$ cat src/hdl/tssb_pkg.sv
// Shared types and constants for the three-stack shared buffer.
// Used by tssb_ctrl, tssb_datapath and three_stack_shared_buffer; no dependencies.
package tssb_pkg;

    localparam int STACK_DEPTH_DEF = 256;
    localparam int NUM_STACKS      = 3;
    localparam int CAP_W           = 9;
    localparam int DATA_W          = 32;
    localparam int PADDR_W         = 3;
    localparam int PDATA_W         = 32;

    localparam logic [CAP_W-1:0] CAP_RESET = 9'd256;

    // value of the top paddr bit that selects the capacity register on the config port
    localparam logic REG_STACK_CAPACITY = 1'b0;

    localparam logic [1:0] ACT_PUSH  = 2'd0;
    localparam logic [1:0] ACT_POP   = 2'd1;
    localparam logic [1:0] ACT_PEEK  = 2'd2;
    localparam logic [1:0] ACT_QUERY = 2'd3;

    localparam logic [1:0] STAT_DONE  = 2'd0;
    localparam logic [1:0] STAT_FULL  = 2'd1;
    localparam logic [1:0] STAT_EMPTY = 2'd2;

    localparam logic [1:0] SEL_NONE = 2'd3;

    typedef struct packed {
        logic [1:0]               action;
        logic [1:0]               stack_select;
        logic signed [DATA_W-1:0] push_value;
    } t_in_item;

    typedef struct packed {
        logic signed [DATA_W-1:0] read_value;
        logic                     stack_empty;
        logic [1:0]               status;
    } t_out_item;

    typedef struct packed {
        logic load;
        logic exec;
    } t_dp_cmd;

endpackage

$ cat src/hdl/tssb_ctrl.sv
// Sequencer for the three-stack shared buffer: accept, execute, respond.
// Depends on tssb_pkg for the datapath command struct.
module tssb_ctrl (
    input  logic             i_clk,
    input  logic             i_rst_n,
    input  logic             i_start,
    output logic             o_busy,
    output logic             o_done,
    output tssb_pkg::t_dp_cmd o_cmd
);
    import tssb_pkg::*;

    typedef enum logic [2:0] {
        S_IDLE = 3'b001,
        S_EXEC = 3'b010,
        S_RESP = 3'b100
    } t_state;

    t_state r_state;
    t_state n_state;

    always_comb begin
        n_state = r_state;
        unique case (r_state)
            S_IDLE: begin
                if (i_start) n_state = S_EXEC;
            end
            S_EXEC:  n_state = S_RESP;
            S_RESP:  n_state = S_IDLE;
            default: n_state = S_IDLE;
        endcase
    end

    always_ff @(posedge i_clk) begin
        if (!i_rst_n) begin
            r_state <= S_IDLE;
        end else begin
            r_state <= n_state;
        end
    end

    assign o_busy     = (r_state != S_IDLE);
    assign o_done     = (r_state == S_RESP);
    assign o_cmd.load = (r_state == S_IDLE) && i_start;
    assign o_cmd.exec = (r_state == S_EXEC);

endmodule

$ cat config.mk
export PLATFORM = sky130hd
export DESIGN_NAME = tssb_ctrl
export DESIGN_NICKNAME = d
export VERILOG_FILES = /design/src/hdl/tssb_pkg.sv /design/src/hdl/tssb_ctrl.sv
export SDC_FILE = /design/constraint.sdc
export NUM_CORES = 1
export LEC_CHECK = 0
export BUFFER_PORTS_ARGS = -buffer_cell sky130_fd_sc_hd__buf_4
export CAP_MARGIN = 20
export CORE_AREA = 3 3 40 42
export CTS_CLUSTER_DIAMETER = 40
export CTS_CLUSTER_SIZE = 20
export DETAILED_ROUTE_END_ITERATION = 6
export DIE_AREA = 0 0 43 45
export HOLD_SLACK_MARGIN = 0.1
export SYNTH_ARGS = -nofsm -noshare
export SYNTH_HDL_FRONTEND = slang
export SYNTH_SLANG_ARGS = --single-unit
$ cat constraint.sdc
create_clock -name i_clk -period 1.1 [get_ports i_clk]
set_input_delay 0.22 -clock i_clk [delete_from_list [all_inputs] [get_ports i_clk]]
set_output_delay 0.22 -clock i_clk [all_outputs]
set_load 0.02 [all_outputs]
==> run_results.csv <==
group,metric,value,unit
setup_path,crit_family,"simple AND/OR/NAND/NOR gates",
synth,ys_seq_area_frac,0.407,
setup_path,cpMaxStageDelayCell,"or3b_4",
clocking,clock_sinks,3,
power,p_leak,0.000163,uW
sta,fin_worst_skew,0.863,ps
setup_path,cp_max_fo,4,
sta,post-route-period-util,1.27,
clocking,htreeDepth,1,
layout,largest_register_ffs,3,
power,irDropWorstVdd,0.166,mV
status,violations,"setup timing",
grt,grt_pass1_wl,634,um
sta,max_slew_margin,0.823,
floorplan,fp.dieArea,1940,um^2
sta,fmax,0.715,GHz
place,port_buffers,6,
floorplan,die_w,43,um
setup_path,r2r_slack,30,ps
sta,slew_violations,0,
synth,synth.ff_latch_count,3,
drt,drt_wl_total,405,um
layout,top_register,"r_state",
synth,synthTopCellsByArea,"dfxtp_1 (41%), nor2b_1 (8.5%), and4b_2 (7.6%)",
job,drv_cap,0,
clocking,clockBufferDepth,2,
layout,antenna_cells,0,
grt,antenna_found_initial,0,
floorplan,core_area,1280,um^2
synth,synth_cells,15,
grt,grt.overflow.total,0,
layout,layout.nets,36,
layout,reg_top3,"r_state (3)",
setup_path,start_kind,"flip-flop",
status,outcome,"complete, but fails checks",
layout,fin_area,357,um^2
setup_path,arrival,1180,ps
layout,final_cell_mix,"buf_6 (8), buf_4 (6), clkbuf_4 (3), dfxtp_2 (3)",
floorplan,start_util,0.115,
clocking,cts_buffers,3,
layout,layout_commonest_cell,"buf_6",
floorplan,ioPinCount,7,
clocking,cts_hold_buf,0,
place,hpwl,229,um
clocking,clk_latency,230,ps
synth,synth_cell_types,12,
grt,track_usage,0.0507,
power,power_density,1160,nW/um^2
clocking,cts_tree,"done",
clocking,cts.root.buffer_cell,"clkbuf_4",
synth,syn-cell-area,148,um^2
sta,tightest_slew,265,ps
synth,avgSynthCellArea,9.84,um^2
grt,grt_start_max_net_pins,5,
place,dp_cells,38,
layout,seq_area,63.8,um^2
setup_path,endpoint_kind,"output port",
drt,avgViaCountPerCell,3.51,
sta,setup_viol,4,
floorplan,rows,13,
drt,drc_errors,0,
drt,drtIter0Drc,0,
synth,yosysTopAreaCell,"dfxtp_1",
setup_path,crit_path_max_incr_delay,410,ps
synth,syn-num-nets,18,
setup_path,cp.required,880,ps
clocking,clkTransAtPathRegs,40,ps
setup_path,path_class,"reg2out",
place,gp_congestion,0.607,
sta,setup_slack,-298,ps
synth,netlist.area_leader.share,0.407,
drt,postRouteAntennaNets,0,
setup_path,path_cells,"or3b_4 -> nor2_4 -> buf_6",
min_path,min_path_type,"in2reg",
sta,grt_setup_unrepaired,"yes",
grt,grt_pass1_vias,164,
floorplan,fp.dieH,45,um
drt,vias,165,
layout,area_delta_synth_final,142,%
sta,fin_crit,1400,ps
sta,finalHoldViolations,0,
setup_path,crit_buf_inv,1,
place,postPlaceCellArea,234,um^2
layout,drive_above_1_share,0.906,
power,p_total,412,uW
layout,instances_no_fill,47,
drt,wire_per_inst,8.62,um
layout,fill_cells,149,
drt,dr.pass1.iters,1,
synth,yosys_warnings,0,
layout,multi_input_area,109,um^2
-- cell families after synthesis --
logic type / Yosys count / synth area share
buf+inv: 2 / 0.0763
flops: 3 / 0.407
compound gates: 1 / 0.0339
simple gates: 9 / 0.483
-- layer usage --
layer  share of wire  up-vias  wire (um)  GRT usage
li1                -       83          -          -
met1            0.34       76        136     0.0433
met2            0.60        6        244     0.0749
met3           0.059        0         24     0.0239
met4               0        0          0     0.0723
met5               0        -          0          0
-- metrics by stage --
stage                     setup TNS, ps  utilization  setup WS, ps  hold slack (ps)
final                              -884        0.278          -298              296
after global routing              -1070        0.278          -349              305
after CTS                          -965        0.222          -304              290
after detailed placement           -156        0.182         -92.6              534
after global placement             -147        0.182         -89.3              536
after floorplan                   -46.9            -         -46.9              428
-- report_power, final --
group | total (uW) | internal (uW) | switching [uW] | leakage (uW)
registers | 121 | 116 | 4.42 | 0.0000252
clock network | 192 | 136 | 55.8 | 0.0000150
logic | 99.7 | 60.8 | 38.9 | 0.000123
total | 412 | 313 | 99.2 | 0.000163
-- area by class of cell --
| cell class | count | share of cell area |
|---|---|---|
| repair buffers | 14 | 0.379 |
| multi-input cells | 10 | 0.305 |
| flip-flops and latches | 3 | 0.179 |
| clock buffers | 4 | 0.0737 |
| well taps | 15 | 0.0526 |
| inverters | 1 | 0.0105 |
-- cell usage after synthesis --
| library cell | count |
|---|---|
| dfxtp_1 | 3 |
| nor2b_1 | 2 |
| and2_1 | 1 |
| and2b_2 | 1 |
| and3b_2 | 1 |
| and4b_2 | 1 |
| buf_4 | 1 |
| inv_1 | 1 |
| nor2_2 | 1 |
| nor3b_1 | 1 |
| o21ai_0 | 1 |
| or3b_1 | 1 |
-- what timing repair did --
action,4_1_cts,5_1_grt
setup buffers,2,3
setup endpoints to repair,4,4
resized for setup,4,14
pin swaps,0,2
-- worst paths after layout --
kind,startpoint,endpoint,cells past startpoint
worst max-delay path,r_state[0],o_cmd[1],3
worst min-delay path,i_start,r_state[1],2
worst max register to register,r_state[1],r_state[2],5
worst min register to register,r_state[2],r_state[0],3
Note: power is estimated with default switching activity, not from simulation.
